**config.mk**
```make
export PLATFORM = sky130hd
export DESIGN_NAME = tile_wipe_compositor_core
export DESIGN_NICKNAME = d
export VERILOG_FILES = /design/src/rtl/core/twc_pkg.sv /design/src/rtl/core/twc_rank_mem.sv /design/src/rtl/core/twc_start_calc.sv /design/src/rtl/core/twc_out_fifo.sv /design/src/rtl/core/tile_wipe_compositor_core.sv
export SDC_FILE = /design/constraint.sdc
export NUM_CORES = 2
export LEC_CHECK = 0
export BUFFER_PORTS_ARGS = -buffer_cell sky130_fd_sc_hd__buf_2
export CAP_MARGIN = 25
export CORE_AREA = 8 8 470 518
export CTS_CLUSTER_SIZE = 8
export DETAILED_ROUTE_END_ITERATION = 16
export DIE_AREA = 0 0 478 526
export PLACE_DENSITY = 0.74
export SYNTH_ARGS = -nofsm -noshare
export SYNTH_HDL_FRONTEND = slang
export SYNTH_SLANG_ARGS = --single-unit
```
**constraint.sdc**
```tcl
create_clock -name clk -period 20.7 [get_ports clk]
set_clock_uncertainty 0.15 [all_clocks]
set_input_delay 2.07 -clock clk [delete_from_list [all_inputs] [get_ports clk]]
set_output_delay 2.07 -clock clk [all_outputs]
set_load 0.005 [all_outputs]
```
**src/rtl/core/twc_pkg.sv**
```systemverilog
// ----------------------------------------------------------------------------
// twc_pkg
// Shared constants, command codes and sideband types of the tile wipe core.
// ----------------------------------------------------------------------------
package twc_pkg;

	localparam int TILE_SHIFT   = 4;
	localparam int TILE_PX      = 1 << TILE_SHIFT;
	localparam int WINDOW_SHIFT = 2;
	localparam int Q16_ONE      = 65536;
	localparam int SPAN         = Q16_ONE - (Q16_ONE >> WINDOW_SHIFT);

	localparam int CMD_W   = 2;
	localparam int XW      = 9;
	localparam int YW      = 8;
	localparam int PIX_W   = 8;
	localparam int LOAD_W  = 9;
	localparam int PROG_W  = 17;
	localparam int TX_W    = XW - TILE_SHIFT;
	localparam int TY_W    = YW - TILE_SHIFT;

	localparam int FIFO_DEPTH = 16;
	localparam int FIFO_AW    = 4;
	localparam int CNT_W      = 5;
	localparam int PIPE_LAT   = 8;

	localparam logic [CMD_W-1:0] CMD_PIXEL    = 2'd0;
	localparam logic [CMD_W-1:0] CMD_LOAD     = 2'd1;
	localparam logic [CMD_W-1:0] CMD_PROGRESS = 2'd2;

	localparam logic CFG_DEAL_MODE = 1'b0;
	localparam logic CFG_CURTAIN   = 1'b1;

	typedef struct packed {
		logic                  in_grid;
		logic [TILE_SHIFT-1:0] ox;
		logic [TILE_SHIFT-1:0] oy;
		logic [PIX_W-1:0]      img;
		logic [PROG_W-1:0]     prog;
	} side_t;

endpackage

```
**src/rtl/core/twc_rank_mem.sv**
```systemverilog
// ----------------------------------------------------------------------------
// twc_rank_mem
// Rank table: one write port, one registered read port, and an identity
// fill sweep after reset during which ready stays low.
// ----------------------------------------------------------------------------
module twc_rank_mem #(
	parameter int DEPTH  = 300,
	parameter int ADDR_W = 9
) (
	input  logic                      clk,
	input  logic                      arst_n,
	input  logic                      rd_en,
	input  logic [ADDR_W-1:0]         rd_addr,
	output logic [twc_pkg::LOAD_W-1:0] rd_data,
	input  logic                      wr_en,
	input  logic [ADDR_W-1:0]         wr_addr,
	input  logic [twc_pkg::LOAD_W-1:0] wr_data,
	output logic                      ready
);

	localparam int RW = twc_pkg::LOAD_W;

	logic [RW-1:0]     mem [DEPTH];
	logic [RW-1:0]     rd_data_q;
	logic [ADDR_W-1:0] clr_addr_q;
	logic              clr_busy_q;

	always_ff @(posedge clk or negedge arst_n) begin
		if (!arst_n) begin
			clr_addr_q <= '0;
			clr_busy_q <= 1'b1;
		end else if (clr_busy_q) begin
			if (clr_addr_q == ADDR_W'(DEPTH - 1)) begin
				clr_busy_q <= 1'b0;
			end else begin
				clr_addr_q <= clr_addr_q + ADDR_W'(1);
			end
		end
	end

	always_ff @(posedge clk) begin
		if (clr_busy_q) begin
			mem[clr_addr_q] <= RW'(clr_addr_q);
		end else if (wr_en) begin
			mem[wr_addr] <= wr_data;
		end
		if (rd_en) begin
			rd_data_q <= mem[rd_addr];
		end
	end

	assign rd_data = rd_data_q;
	assign ready   = !clr_busy_q;

endmodule

```
**src/rtl/core/twc_start_calc.sv**
```systemverilog
// ----------------------------------------------------------------------------
// twc_start_calc
// Pipelined start point: rank * SPAN / DIVISOR, split into a whole part and
// a remainder part divided through a reciprocal with one correction step.
// ----------------------------------------------------------------------------
module twc_start_calc #(
	parameter int RANK_W  = 9,
	parameter int DIVISOR = 299,
	parameter int START_W = 17
) (
	input  logic                clk,
	input  logic                arst_n,
	input  logic                valid_i,
	input  logic [RANK_W-1:0]   rank_i,
	input  twc_pkg::side_t      side_i,
	output logic                valid_o,
	output logic [START_W-1:0]  start_o,
	output twc_pkg::side_t      side_o
);

	localparam int MUL_A = twc_pkg::SPAN / DIVISOR;
	localparam int REM_B = twc_pkg::SPAN % DIVISOR;
	localparam int DW    = $clog2(DIVISOR + 1);
	localparam int SH    = RANK_W + DW;
	localparam int RECIP = (1 << SH) / DIVISOR;
	localparam int R_W   = $clog2(RECIP + 1);
	localparam int MR_W  = SH + R_W;
	localparam logic [R_W-1:0] RECIP_V = R_W'(RECIP);

	logic                 valid_s2, valid_s3, valid_s4, valid_s5, valid_s6;
	twc_pkg::side_t       side_s2, side_s3, side_s4, side_s5, side_s6;
	logic [RANK_W-1:0]    rank_s2;
	logic [START_W-1:0]   a_s3, a_s4, a_s5, start_s6;
	logic [SH-1:0]        m_s3, m_s4, m_s5, prod_s5;
	logic [RANK_W-1:0]    q0_s4, q0_s5;
	logic [MR_W-1:0]      mr;
	logic [SH-1:0]        rem;
	logic [RANK_W-1:0]    q;

	assign mr  = MR_W'(m_s3) * MR_W'(RECIP_V);
	assign rem = m_s5 - prod_s5;
	assign q   = q0_s5 + RANK_W'(rem >= SH'(DIVISOR));

	always_ff @(posedge clk or negedge arst_n) begin
		if (!arst_n) begin
			valid_s2 <= 1'b0;
			valid_s3 <= 1'b0;
			valid_s4 <= 1'b0;
			valid_s5 <= 1'b0;
			valid_s6 <= 1'b0;
		end else begin
			valid_s2 <= valid_i;
			valid_s3 <= valid_s2;
			valid_s4 <= valid_s3;
			valid_s5 <= valid_s4;
			valid_s6 <= valid_s5;
		end
	end

	always_ff @(posedge clk) begin
		rank_s2  <= rank_i;
		side_s2  <= side_i;
		a_s3     <= START_W'(rank_s2 * MUL_A);
		m_s3     <= SH'(rank_s2 * REM_B);
		side_s3  <= side_s2;
		q0_s4    <= RANK_W'(mr >> SH);
		m_s4     <= m_s3;
		a_s4     <= a_s3;
		side_s4  <= side_s3;
		prod_s5  <= SH'(q0_s4 * DIVISOR);
		q0_s5    <= q0_s4;
		m_s5     <= m_s4;
		a_s5     <= a_s4;
		side_s5  <= side_s4;
		start_s6 <= a_s5 + START_W'(q);
		side_s6  <= side_s5;
	end

	assign valid_o = valid_s6;
	assign start_o = start_s6;
	assign side_o  = side_s6;

endmodule

```
**src/rtl/core/twc_out_fifo.sv**
```systemverilog
// ----------------------------------------------------------------------------
// twc_out_fifo
// Result queue between the fixed-latency pipeline and the output channel.
// ----------------------------------------------------------------------------
module twc_out_fifo (
	input  logic                      clk,
	input  logic                      arst_n,
	input  logic                      wr_en,
	input  logic [twc_pkg::PIX_W-1:0] wr_data,
	input  logic                      rd_ready,
	output logic                      rd_valid,
	output logic [twc_pkg::PIX_W-1:0] rd_data
);

	localparam int AW = twc_pkg::FIFO_AW;
	localparam int CW = twc_pkg::CNT_W;

	logic [twc_pkg::PIX_W-1:0] buf_q [twc_pkg::FIFO_DEPTH];
	logic [AW-1:0]             wr_ptr_q, rd_ptr_q;
	logic [CW-1:0]             count_q;
	logic                      rd_fire;

	assign rd_valid = (count_q != '0);
	assign rd_fire  = rd_valid && rd_ready;
	assign rd_data  = buf_q[rd_ptr_q];

	always_ff @(posedge clk or negedge arst_n) begin
		if (!arst_n) begin
			wr_ptr_q <= '0;
			rd_ptr_q <= '0;
			count_q  <= '0;
		end else begin
			if (wr_en) begin
				wr_ptr_q <= wr_ptr_q + AW'(1);
			end
			if (rd_fire) begin
				rd_ptr_q <= rd_ptr_q + AW'(1);
			end
			unique case ({wr_en, rd_fire})
				2'b10:   count_q <= count_q + CW'(1);
				2'b01:   count_q <= count_q - CW'(1);
				default: count_q <= count_q;
			endcase
		end
	end

	always_ff @(posedge clk) begin
		if (wr_en) begin
			buf_q[wr_ptr_q] <= wr_data;
		end
	end

endmodule

```
**src/rtl/core/tile_wipe_compositor_core.sv**
```systemverilog
// ----------------------------------------------------------------------------
// tile_wipe_compositor_core
// Pixel-stream tile wipe: each tile opens as a centered box as the frame
// progress advances; pixels outside the open box show the curtain index.
// ----------------------------------------------------------------------------
// Usage:
//   The input channel (in_valid/in_ready) carries one command per transaction:
//   a pixel, a rank table load, or a frame progress update. Only a pixel
//   produces a result on the output channel (out_valid/out_ready).
//   Configuration (deal mode, curtain index) is written through cfg_we,
//   cfg_index and cfg_data while the core is idle.
//   Throughput is one transaction per cycle while in_ready is high. A pixel
//   reaches the output queue through a depth set by the rank table read and
//   the five-stage start point divider, followed by the box size and box test
//   stages.
//   Results go into a 16-entry queue; outside the reset fill, in_ready
//   drops only when 16 pixels are in flight or waiting, so a stalled receiver
//   holds input after that point while the pipeline drains into the queue.
//   After reset the rank table is filled with the identity order, one entry
//   per cycle, for all TILES_ACROSS*TILES_DOWN tiles; in_ready stays low until
//   the fill is done. Progress, deal mode and curtain index reset to zero.
// ----------------------------------------------------------------------------
module tile_wipe_compositor_core #(
	parameter int TILES_ACROSS = 20,
	parameter int TILES_DOWN   = 15
) (
	input  logic                        clk,
	input  logic                        arst_n,
	input  logic                        in_valid,
	output logic                        in_ready,
	input  logic [twc_pkg::CMD_W-1:0]   command,
	input  logic [twc_pkg::XW-1:0]      pixel_x,
	input  logic [twc_pkg::YW-1:0]      pixel_y,
	input  logic [twc_pkg::PIX_W-1:0]   image_pixel,
	input  logic [twc_pkg::LOAD_W-1:0]  load_tile,
	input  logic [twc_pkg::LOAD_W-1:0]  load_rank,
	input  logic [twc_pkg::PROG_W-1:0]  frame_progress,
	output logic                        out_valid,
	input  logic                        out_ready,
	output logic [twc_pkg::PIX_W-1:0]   out_pixel,
	input  logic                        cfg_we,
	input  logic                        cfg_index,
	input  logic [twc_pkg::PIX_W-1:0]   cfg_data
);

	localparam int TILES      = TILES_ACROSS * TILES_DOWN;
	localparam int ADDR_W     = $clog2(TILES);
	localparam int RANK_W     = (twc_pkg::LOAD_W > ADDR_W) ? twc_pkg::LOAD_W : ADDR_W;
	localparam int DIVISOR    = TILES - 1;
	localparam int START_W    = $clog2(((1 << RANK_W) - 1) * twc_pkg::SPAN / DIVISOR + 1);
	localparam int PW         = twc_pkg::PROG_W;
	localparam int CMP_W      = (START_W > PW) ? START_W : PW;
	localparam int OPEN_W     = PW + twc_pkg::WINDOW_SHIFT;
	localparam int TSH        = twc_pkg::TILE_SHIFT;
	localparam int HSUM_W     = PW + TSH + 1;
	localparam int BOX_W      = TSH + 1;
	localparam int TX_W       = twc_pkg::TX_W;
	localparam int TY_W       = twc_pkg::TY_W;
	localparam int CW         = twc_pkg::CNT_W;
	localparam int HALF_LO    = TILES_ACROSS / 2;
	localparam int HALF_HI    = (TILES_ACROSS + 1) / 2;
	localparam int TOTAL_EVEN = ((TILES_DOWN + 1) / 2) * HALF_HI + (TILES_DOWN / 2) * HALF_LO;

	logic                          in_fire, pix_fire, load_fire, out_fire, mem_ready;
	logic [TX_W-1:0]               tx;
	logic [TY_W-1:0]               ty;
	logic                          in_grid;
	logic [ADDR_W-1:0]             rd_addr;
	logic [twc_pkg::LOAD_W-1:0]    rd_data;

	logic                          deal_mode_q;
	logic [twc_pkg::PIX_W-1:0]     curtain_q;
	logic [PW-1:0]                 progress_q;
	logic [CW-1:0]                 used_q;

	logic                          valid_s1;
	logic [TX_W-1:0]               tx_s1;
	logic [TY_W-1:0]               ty_s1;
	twc_pkg::side_t                side_s1;

	logic                          parity;
	int                            cnt_a, cnt_b, chk_rank;
	logic [RANK_W-1:0]             rank;

	logic                          valid_s6;
	logic [START_W-1:0]            start_s6;
	twc_pkg::side_t                side_s6;

	logic [PW-1:0]                 diff;
	logic [OPEN_W-1:0]             open_sh;
	logic [PW-1:0]                 opening;
	logic [HSUM_W-1:0]             hsum;

	logic                          valid_s7;
	logic [TSH-1:0]                half_s7;
	twc_pkg::side_t                side_s7;

	logic [BOX_W-1:0]              box_lo, box_hi;
	logic                          box_open;
	logic [twc_pkg::PIX_W-1:0]     result;

	// input decode
	assign in_fire   = in_valid && in_ready;
	assign pix_fire  = in_fire && (command == twc_pkg::CMD_PIXEL);
	assign load_fire = in_fire && (command == twc_pkg::CMD_LOAD) && (32'(load_tile) < TILES);
	assign in_ready  = mem_ready && (used_q < CW'(twc_pkg::FIFO_DEPTH));
	assign out_fire  = out_valid && out_ready;

	assign tx      = pixel_x[twc_pkg::XW-1:TSH];
	assign ty      = pixel_y[twc_pkg::YW-1:TSH];
	assign in_grid = (32'(tx) < TILES_ACROSS) && (32'(ty) < TILES_DOWN);
	assign rd_addr = ADDR_W'(32'(ty) * TILES_ACROSS + 32'(tx));

	twc_rank_mem #(
		.DEPTH  (TILES),
		.ADDR_W (ADDR_W)
	) u_rank_mem (
		.clk     (clk),
		.arst_n  (arst_n),
		.rd_en   (pix_fire && in_grid),
		.rd_addr (rd_addr),
		.rd_data (rd_data),
		.wr_en   (load_fire),
		.wr_addr (ADDR_W'(load_tile)),
		.wr_data (load_rank),
		.ready   (mem_ready)
	);

	always_ff @(posedge clk or negedge arst_n) begin
		if (!arst_n) begin
			deal_mode_q <= 1'b0;
			curtain_q   <= '0;
			progress_q  <= '0;
			used_q      <= '0;
			valid_s1    <= 1'b0;
			valid_s7    <= 1'b0;
		end else begin
			if (cfg_we) begin
				unique case (cfg_index)
					twc_pkg::CFG_DEAL_MODE: deal_mode_q <= cfg_data[0];
					twc_pkg::CFG_CURTAIN:   curtain_q   <= cfg_data;
				endcase
			end
			if (in_fire && (command == twc_pkg::CMD_PROGRESS)) begin
				progress_q <= frame_progress;
			end
			unique case ({pix_fire, out_fire})
				2'b10:   used_q <= used_q + CW'(1);
				2'b01:   used_q <= used_q - CW'(1);
				default: used_q <= used_q;
			endcase
			valid_s1 <= pix_fire;
			valid_s7 <= valid_s6;
		end
	end

	always_ff @(posedge clk) begin
		tx_s1           <= tx;
		ty_s1           <= ty;
		side_s1.in_grid <= in_grid;
		side_s1.ox      <= pixel_x[TSH-1:0];
		side_s1.oy      <= pixel_y[TSH-1:0];
		side_s1.img     <= image_pixel;
		side_s1.prog    <= progress_q;
	end

	// checkerboard deal order
	always_comb begin
		parity   = tx_s1[0] ^ ty_s1[0];
		cnt_a    = parity ? HALF_LO : HALF_HI;
		cnt_b    = parity ? HALF_HI : HALF_LO;
		chk_rank = ((int'(ty_s1) + 1) >> 1) * cnt_a + (int'(ty_s1) >> 1) * cnt_b
			+ (int'(tx_s1) >> 1) + (parity ? TOTAL_EVEN : 0);
		rank     = deal_mode_q ? RANK_W'(chk_rank) : RANK_W'(rd_data);
	end

	twc_start_calc #(
		.RANK_W  (RANK_W),
		.DIVISOR (DIVISOR),
		.START_W (START_W)
	) u_start_calc (
		.clk     (clk),
		.arst_n  (arst_n),
		.valid_i (valid_s1),
		.rank_i  (rank),
		.side_i  (side_s1),
		.valid_o (valid_s6),
		.start_o (start_s6),
		.side_o  (side_s6)
	);

	// box half size from progress
	always_comb begin
		diff    = (CMP_W'(side_s6.prog) > CMP_W'(start_s6))
			? PW'(CMP_W'(side_s6.prog) - CMP_W'(start_s6)) : '0;
		open_sh = OPEN_W'(diff) << twc_pkg::WINDOW_SHIFT;
		opening = (open_sh > OPEN_W'(twc_pkg::Q16_ONE)) ? PW'(twc_pkg::Q16_ONE) : PW'(open_sh);
		hsum    = (HSUM_W'(opening) << TSH) + HSUM_W'(twc_pkg::Q16_ONE);
	end

	always_ff @(posedge clk) begin
		half_s7 <= TSH'(hsum >> PW);
		side_s7 <= side_s6;
	end

	// box test and select
	always_comb begin
		box_lo   = BOX_W'(twc_pkg::TILE_PX / 2) - BOX_W'(half_s7);
		box_hi   = BOX_W'(twc_pkg::TILE_PX / 2) + BOX_W'(half_s7);
		box_open = side_s7.in_grid
			&& (BOX_W'(side_s7.ox) >= box_lo) && (BOX_W'(side_s7.ox) < box_hi)
			&& (BOX_W'(side_s7.oy) >= box_lo) && (BOX_W'(side_s7.oy) < box_hi);
		result   = box_open ? side_s7.img : curtain_q;
	end

	twc_out_fifo u_out_fifo (
		.clk      (clk),
		.arst_n   (arst_n),
		.wr_en    (valid_s7),
		.wr_data  (result),
		.rd_ready (out_ready),
		.rd_valid (out_valid),
		.rd_data  (out_pixel)
	);

endmodule

```
==> results.sh <==
export IMPL_cts_tree="yes"
export IMPL_hold_class="flip-flop to flip-flop"
export IMPL_worst_pin_slew_ns=1.14
export IMPL_clk_pin_slew_ns=0.05
export IMPL_start_util_pct=54.6
export IMPL_io_buffers=85
export IMPL_power_mw=18.8
export IMPL_leakagePower_nw=47.9
export IMPL_p_sw_mw=5.33
export IMPL_boundaryPins=86
export IMPL_synth_cell_types=82
export IMPL_cts_setup_buffers=0
export IMPL_drc=0
export IMPL_cap_violations=0
export IMPL_ys_async_sr_fraction_pct=1.86
export IMPL_synthCells=6374
export IMPL_grt_max_degree=185
export IMPL_placed_cell_area_sq_um=132000
export IMPL_syn_avg_cell_area_sq_um=20.1
export IMPL_routedWlPerCell_um=31.3
export IMPL_num_rows=187
export IMPL_switching_share_pct=28.4
export IMPL_cts_resized=0
export IMPL_cts_buffers=459
export IMPL_syn_area_sq_um=128000
export IMPL_clock_latency_ns=1.01
export IMPL_synth_area_leaders="edfxtp_1 (67%), mux4_2 (14%), dfxtp_1 (5.8%), ha_1 (2.5%), fa_1 (1.3%)"
export IMPL_place_congestion=0.866
export IMPL_ys_flop_type="edfxtp_1"
export IMPL_slowest_delay_ns=0.70
export IMPL_hold_viol_final=0
export IMPL_stdcell_area_sq_um=144000
export IMPL_fin_nets=7175
export IMPL_rsz0062_at_grt="false"
export IMPL_ant_nets=0
export IMPL_startpoint_type="input pin"
export IMPL_fillers=15500
export IMPL_yosysSeqAreaShare_pct=73.6
export IMPL_root_buffer="clkbuf_16"
export IMPL_yosysWarnings=0
export IMPL_regArea_sq_um=94200
export IMPL_crit_path_frequent_cell="buf_4"
export IMPL_crit_path_end_kind="flip-flop"
export IMPL_slew_viol_final=0
export IMPL_cts_sinks=3271
export IMPL_yosys_area_top_type="edfxtp_1"
export IMPL_internal_power_mw=13.4
export IMPL_multi_input_area_sq_um=31700
export IMPL_worstPathArrival_ns=7.59
export IMPL_grt_pass1_wl_um=454000
export IMPL_slowest_stage="nor4_1"
export IMPL_core_sq_um=235000
export IMPL_final_util_pct=61.5
export IMPL_path_class="input pin to flip-flop"
export IMPL_pwr_share_seq_pct=41.2
export IMPL_max_freq_mhz=142
export IMPL_fin_crit_ns=7.04
export IMPL_crit_path_cell_trace="buf_2, ha_1, ha_1, xor2_4, buf_4, buf_4, buf_4, buf_4, mux4_2, mux2i_1, o22ai_1, nor4_1, nor3_1"
export IMPL_setup_violations=0
export IMPL_routed_via_density=6.44
export IMPL_area_delta_synth_final_pct=12.7
export IMPL_grt_usage_pct=24.5
export IMPL_synth_seq_cells=3271
export IMPL_layout_cells_most_common_list="edfxtp_1 (2837), mux4_2 (802), clkbuf_16 (462), nor2_1 (383), dfxtp_1 (373)"
export IMPL_setup_tns_ns=0
export IMPL_layout_commonest_cell="edfxtp_1"
export IMPL_post_route_period_util_pct=34.0
export IMPL_ir_drop_mv=0.287
export IMPL_cts_hold_buf=0
export IMPL_grt_pass1_vias=66100
export IMPL_globalRouteOverflowTotal=0
export IMPL_path_delay_family="buffers and inverters"
export IMPL_yosysTopAreaCellShare_pct=66.5
export IMPL_hold_ws_ns=0.148
export IMPL_comb_power_share_pct=24.3
export IMPL_required_ns=21.25
export IMPL_relSlewSlack_pct=23.4
export IMPL_dieArea_sq_um=251000
export IMPL_p_per_area_nw_per_um2=130
export IMPL_path_buf_inv=5
export IMPL_wirelength_um=312000
export IMPL_drt_iter0_markers=8239
export IMPL_grt_antenna_before_repair=16
export IMPL_synth_edf_count=2837
export IMPL_status="finished clean"
export IMPL_clk_path_buf_depth=4
export IMPL_drtPass1Iterations=6
export IMPL_syn_nets=6790
export IMPL_hpwl_um=184000
export IMPL_drive_above_1_share_pct=23.1
export IMPL_fp_dieH_um=526
export IMPL_critPathMaxFanout=40
export IMPL_die_x_um=478
export IMPL_clkPwrFrac_pct=34.5
export IMPL_htree_levels=5
export IMPL_vias=64200
-- through the flow --
stage          cells  worst slack (ns)
6_report        9972             13.66
5_1_grt         9968             13.66
3_5_place_dp    9388             12.86
4_1_cts         9935             13.81
3_3_place_gp    9379             12.94
2_1_floorplan   6374              3.51
-- synthesized netlist by cell type (11+ instances only) --
cell type  count
o21ai_0       65
a21oi_1       98
a32oi_1       43
a22oi_1       30
dfxtp_1      373
a221oi_1      20
a22o_1        27
clkbuf_1     115
nor2_1       386
nand2b_1      30
nand2_1      234
nand3_1       39
nand2_2       14
xor2_1        42
and3_1        11
nor2b_1       14
buf_1         14
xnor2_1       64
mux2_2        55
buf_2         59
edfxtp_1    2837
fa_1          86
buf_4         81
a21o_1        23
nand4_1       13
ha_1         254
mux4_2       802
buf_6         11
nor3_1        23
inv_1        233
mux2i_1       61
and2_1        14
o21ai_1       13
dfrtp_1       60
-- area by class of cell --
type | instances | share of cell area [%]
sequential | 3271 | 65.3
multi-input combinational | 2589 | 22.0
clock buffer | 536 | 8.21
tap | 3118 | 2.70
timing repair buffer | 204 | 1.12
inverter | 234 | 0.609
clock inverter | 11 | 0.109
antenna | 9 | 0.0156
-- power groups by stage --
stage	clock [mW]	sequential, mW	combinational (mW)
floorplan	0	7.75	3.43
global route	6.78	7.76	5.22
finish	6.47	7.73	4.57
detailed placement	0	7.85	4.52
CTS	6.52	7.74	4.60
global placement	0	7.85	4.40
-- worst paths after layout --
path / slack, ns / end / cells past startpoint / startpoint
worst max-delay path: 13.66 / u_rank_mem.rd_data[4]$_DFFE_PP_ / 13 / pixel_y[4]
worst min-delay path: 0.15 / side_s7[22]$_DFF_P_ / 0 / u_start_calc.side_o[22]$_DFF_P_
worst max register to register: 14.95 / u_start_calc.start_o[16]$_DFF_P_ / 22 / u_start_calc.a_s5[3]$_DFF_P_
worst min register to register: 0.15 / side_s7[22]$_DFF_P_ / 0 / u_start_calc.side_o[22]$_DFF_P_
max in group asynchronous: 18.72 / progress_q[7]$_DFFE_PN0P_ / 1 / arst_n
min in group asynchronous: 1.03 / u_out_fifo.rd_ptr_q[1]$_DFFE_PN0P_ / 1 / arst_n
-- per-layer routing --
| metal | global-route usage, % | vias to the layer above | routed length [um] | share of wire, % |
|---|---|---|---|---|
| met4 | 10.4 | 4 | 15000 | 4.8 |
| met2 | 39.7 | 3945 | 153000 | 49 |
| met5 | 0 | - | 149 | 0.048 |
| met1 | 31.6 | 33300 | 111000 | 36 |
| li1 | - | 26100 | - | - |
| met3 | 6.28 | 781 | 32900 | 11 |
-- logic make-up after synthesis --
family / synth area share, %
xor+xnor: 0.738
mux: 15.1
buf+inv: 1.87
fa+ha+maj: 3.83
compound gates: 2.18
flops: 73.6
simple gates: 2.75
-- flip-flops by register name, indices dropped and copies added, names as in the netlist, 15 cells and up --
register and flops:
u_rank_mem.mem 2700, u_out_fifo.buf_q 128, side_s1 34, u_start_calc.side_o 34
u_start_calc.side_s2 34, u_start_calc.side_s3 34, u_start_calc.side_s4 34, u_start_calc.side_s5 34
progress_q 17, side_s7 17, u_start_calc.prod_s5 17, u_start_calc.start_o 17
u_start_calc.a_s3 15, u_start_calc.a_s4 15, u_start_calc.a_s5 15
Note: power is estimated with default switching activity, not from simulation.
